### config.mk
export PLATFORM = sky130hd
export DESIGN_NAME = tcw_ctrl
export DESIGN_NICKNAME = d
export VERILOG_FILES = /design/src/rtl/tcw_pkg.sv /design/src/rtl/tcw_ctrl.sv
export SDC_FILE = /design/constraint.sdc
export NUM_CORES = 1
export LEC_CHECK = 0
export BUFFER_PORTS_ARGS = -buffer_cell sky130_fd_sc_hd__buf_4
export CAP_MARGIN = 0
export CORE_AREA = 5 5 42 44
export CTS_CLUSTER_SIZE = 28
export DETAILED_ROUTE_END_ITERATION = 10
export DIE_AREA = 0 0 47 49
export PLACE_DENSITY = 0.72
export SLEW_MARGIN = 20
export SYNTH_ARGS = -nofsm -noshare
export SYNTH_HDL_FRONTEND = slang
export SYNTH_SLANG_ARGS = --single-unit
### constraint.sdc
create_clock -name clk_i -period 3.75 [get_ports clk_i]
set_input_delay 0.5625 -clock clk_i [delete_from_list [all_inputs] [get_ports clk_i]]
set_output_delay 0.5625 -clock clk_i [all_outputs]
set_load 0.05 [all_outputs]
### src/rtl/tcw_pkg.sv
// Shared types and constants for the text console writer.
// Used by tcw_ctrl, tcw_datapath and text_console_writer; no dependencies.
`timescale 1ns / 1ps

package tcw_pkg;

  // Default screen geometry
  localparam int DefColumns = 80;
  localparam int DefRows    = 25;

  // Character codes and cell constants
  localparam logic [7:0]  CH_BACKSPACE = 8'h08;
  localparam logic [7:0]  CH_NEWLINE   = 8'h0A;
  localparam logic [7:0]  BLANK_CHAR   = 8'h20;
  localparam logic [7:0]  ATTR_RESET   = 8'h0F;
  localparam logic [15:0] RESET_CELL   = 16'h0F20;

  // Operation codes on the mode input
  typedef enum logic [1:0] {
    MODE_PUT   = 2'd0,
    MODE_CLEAR = 2'd1,
    MODE_READ  = 2'd2
  } mode_e;

  // Commands from the controller to the datapath
  typedef struct packed {
    logic capture;     // latch the input fields
    logic execute;     // carry out the captured operation
    logic latch_read;  // take the read data into the result
    logic copy;        // scroll copy step at the pointer
    logic blank;       // write a blank cell at the pointer
    logic init;        // write the reset cell at the pointer
    logic ptr_zero;
    logic ptr_inc;
  } dp_cmd_t;

  // Status from the datapath to the controller
  typedef struct packed {
    logic [1:0] mode;
    logic       will_scroll;
    logic       ptr_copy_end;
    logic       ptr_end;
  } dp_sts_t;

endpackage

### src/rtl/tcw_ctrl.sv
// Controller state machine of the text console writer.
// Depends on tcw_pkg for the command and status structs and mode codes.
`timescale 1ns / 1ps

module tcw_ctrl (
  input  logic             clk_i,
  input  logic             rst_ni,
  input  logic             start,
  output logic             busy,
  output logic             done_o,
  input  tcw_pkg::dp_sts_t sts_i,
  output tcw_pkg::dp_cmd_t cmd_o
);

  typedef enum logic [6:0] {
    S_INIT  = 7'b0000001,
    S_IDLE  = 7'b0000010,
    S_EXEC  = 7'b0000100,
    S_READ  = 7'b0001000,
    S_COPY  = 7'b0010000,
    S_BLANK = 7'b0100000,
    S_DONE  = 7'b1000000
  } ctrl_state_e;

  ctrl_state_e state_q, state_d;

  // Accept a new transfer when idle or while the last result is shown
  assign busy   = !((state_q == S_IDLE) || (state_q == S_DONE));
  assign done_o = (state_q == S_DONE);

  // Next state and datapath commands
  always_comb begin
    state_d = state_q;
    cmd_o   = '0;
    case (state_q)
      S_INIT: begin
        cmd_o.init = 1'b1;
        if (sts_i.ptr_end) begin
          state_d = S_IDLE;
        end else begin
          cmd_o.ptr_inc = 1'b1;
        end
      end
      S_IDLE, S_DONE: begin
        if (start) begin
          cmd_o.capture = 1'b1;
          state_d       = S_EXEC;
        end else begin
          state_d = S_IDLE;
        end
      end
      S_EXEC: begin
        cmd_o.execute = 1'b1;
        case (sts_i.mode)
          tcw_pkg::MODE_PUT: begin
            if (sts_i.will_scroll) begin
              cmd_o.ptr_zero = 1'b1;
              state_d        = S_COPY;
            end else begin
              state_d = S_DONE;
            end
          end
          tcw_pkg::MODE_CLEAR: begin
            cmd_o.ptr_zero = 1'b1;
            state_d        = S_BLANK;
          end
          tcw_pkg::MODE_READ: begin
            state_d = S_READ;
          end
          default: begin
            state_d = S_DONE;
          end
        endcase
      end
      S_READ: begin
        cmd_o.latch_read = 1'b1;
        state_d          = S_DONE;
      end
      S_COPY: begin
        cmd_o.copy = 1'b1;
        // Pointer stops on the first cell of the bottom row
        if (sts_i.ptr_copy_end) begin
          state_d = S_BLANK;
        end else begin
          cmd_o.ptr_inc = 1'b1;
        end
      end
      S_BLANK: begin
        cmd_o.blank = 1'b1;
        if (sts_i.ptr_end) begin
          state_d = S_DONE;
        end else begin
          cmd_o.ptr_inc = 1'b1;
        end
      end
      default: begin
        state_d = S_INIT;
      end
    endcase
  end

  always_ff @(posedge clk_i or negedge rst_ni) begin
    if (!rst_ni) begin
      state_q <= S_INIT;
    end else begin
      state_q <= state_d;
    end
  end

endmodule

==> results.toml <==
[status]
outcome = "complete, no violations"

[die]
initial_core_util_pct = 44.46
die_w_microns = 47
boundaryPins = 18
fp.coreArea_sq_um = 1401
vertical_die_dimension_microns = 49
die_area_sq_um = 2303
site_row_count = 14

[final_layout]
max_flop_register = "state_q"
final_cell_mix = "17 x buf_4, 8 x nor2_1, 6 x dfrtp_1"
num-nets-final = 97
drive_above_1_share_pct = 36.90
biggestRegsByFlops = "state_q (7)"
largest_register_ff_count = 7
area_growth_pct = 24.10
antenna_cells_inserted = 0
sequential_cell_area_sq_um = 176.4
fillerInstances = 147
commonest_non_fill_non_tap_cell_in_the_layout = "buf_4"
multi_input_area_sq_um = 407.9
layoutNonFillerInstCount = 100

[detailed_routing]
first_pass_iters = 4
drtIter0Drc = 14
postRouteWirelength_microns = 1581
drt-wirelength-per-cell_microns = 15.81
route.detailed.drc = 0
drt.antenna.violating_nets = 0
avgViaCountPerCell = 5.730
num_vias = 573

[critical_path]
crit_required_ns = 3.19
worstPathMaxFanout = 9
setup.worst_path.end_class = "output port"
worstSetupStartpointType = "register"
critical_r2r_capture = "state_q[5]"
timing.critical_path.from = "state_q[5]"
timing.rr.start = "state_q[3]"
crit_arrival_ns = 2.04
path_class = "reg -> out"
worst_r2r_path_depth = 4
critPathCapture = "cmd_o[7]"
reg2reg_setup_slack_ns = 2.02

[yosys]
ys_dominant_reg_cell = "dfrtp_1"
mappedNetlistArea_sq_um = 623.1
postSynth.asyncResetShare_pct = 100.0
synth.distinct_cells = 36
syn_nets = 79
synthCells = 67
ys_seq_elements = 7
syn_area_per_cell_sq_um = 9.300
total_of_warnings_raised_by_yosys = 0
ys_seq_area_share_pct = 28.31
number_of_flops_mapped_to_enable_cells_by_yosys = 0

[hold_path]
hold_path_class = "in -> async"

[grt]
grt_remaining_overflow = 0
first_pass_grt_wire_length_microns = 2608
largest_net_degree_at_the_start_of_global_routing = 12
grt.total_usage_pct = 15.50
antenna_found_initial = 0
grt_pass1_vias = 598

[pwr]
power-per-cell-area_nw_per_um2 = 542.2
fin_total_pwr_uw = 419.3
leakagePower_nw = 0.3414
ir_worst_vdd_v = 0.0002070

[sta]
setup_viol_count_final = 0
setup_ws_ns = 1.151
worst_slew_pin_slew_ns = 0.3673
report.final.slew_viol_count = 0
min_period_over_period_pct = 69.30
clock.fmax_mhz = 384.8
tns_ns = 0
min_period_ns = 2.599
clock_skew_ns = 0.0006161
relative_slew_slack_pct = 75.18
hold_violations = 0
rsz_0062_raised_after_global_routing = "no"

[clock_network]
cts-buffers-inserted = 3
tritoncts = "built"
level_count_of_the_clock_h_tree = 1
cts_num_sinks = 7
post_cts_resized = 0
holdBufCountCts = 0
postCtsSetupBuffers = 0
clk_root_buffer_cell = "clkbuf_4"
cts-root-to-sink-buffers = 2
clk_transition_reported_paths_ns = 0.05
clock_latency_ns = 0.26

[place]
port-buffer-count = 17
post-place-ws_ns = 1.430
gp_congestion = 0.7600
place_inst = 96
dp_hpwl_microns = 1224

[run]
drv_cap = 0
[cells in the mapped netlist, types with 2 or more instances]
| library cell | n | share of area (%) |
|---|---|---|
| and2_1 | 2 | 2.0 |
| nor4_2 | 2 | 4.0 |
| inv_1 | 4 | 2.4 |
| clkbuf_1 | 2 | 1.2 |
| ha_1 | 4 | 8.0 |
| nor2b_1 | 2 | 2.0 |
| nor2_1 | 8 | 4.8 |
| xnor2_1 | 3 | 4.2 |
| o21ai_0 | 2 | 1.6 |
| nand2b_1 | 3 | 3.0 |
| nor3_2 | 2 | 3.2 |
| nor3_1 | 3 | 2.4 |
| dfrtp_1 | 6 | 24 |
| o21a_1 | 2 | 2.4 |
[per-layer routing]
| metal | part of all wire [%] | routed length, microns | track usage (%) |
|---|---|---|---|
| met3 | 8.3 | 132 | 6.642 |
| met2 | 55 | 867 | 27.38 |
| met1 | 36 | 568 | 15.85 |
| met5 | 0 | 0 | 0 |
| met4 | 0.76 | 12 | 4.147 |
[report_power, final]
group	leakage (nW)	total, mW	internal [mW]	switching, mW
clock network	0.0150	0.0713	0.0408	0.0305
registers	0.0934	0.130	0.0918	0.0377
logic	0.233	0.218	0.0873	0.131
total	0.341	0.419	0.220	0.199
[worst min path at each step]
stage                            end   start  slack [ns]  cells after the start
after global placement    state_q[3]  rst_ni        0.38                      1
after floorplan           state_q[1]  rst_ni        0.27                      0
final                     state_q[5]  rst_ni        0.11                      1
after global routing      state_q[6]  rst_ni         0.1                      1
after detailed placement  state_q[5]  rst_ni        0.38                      1
after CTS                 state_q[5]  rst_ni        0.10                      1
[per-stage QoR]
| stage | hold slack, ns | instance area, sq um | utilization, % |
|---|---|---|---|
| final | 0.1076 | 773.2 | 55.18 |
| after global routing | 0.09919 | 773.2 | 55.18 |
| after global placement | 0.3752 | 747.0 | 53.30 |
| after CTS | 0.1039 | 773.2 | 55.18 |
| after floorplan | 0.2669 | 623.1 | - |
| after detailed placement | 0.3808 | 747.0 | 53.30 |
[area by class of cell]
class                           instances  share of cell area [%]
Clock buffer                            4                   3.398
Inverter                                4                   1.942
Multi-Input combinational cell         52                   52.75
Sequential cell                         7                   22.82
Tap cell                               16                   2.589
Timing Repair Buffer                   17                   16.50
[kinds of logic (layout without fill, tap and decap cells)]
| logic type | after synthesis | in the layout | synth area share [%] |
|---|---|---|---|
| adders and majority gates | 4 | 4 | 8.032 |
| xor gates and xnor gates | 3 | 3 | 4.218 |
| and+or+nand+nor | 34 | 34 | 39.36 |
| buffers and inverters | 8 | 25 | 6.224 |
| AOI/OAI and AO/OA | 11 | 11 | 13.85 |
| DFF | 7 | 7 | 28.31 |
[critical path, cell delays in order, from the launching register on]
cell and delay [ns]:
dfrtp_1 0.47, or4_4 0.62, or3_4 0.40, nor2_1 0.09, buf_4 0.20
(Power assumes the default switching activity.)
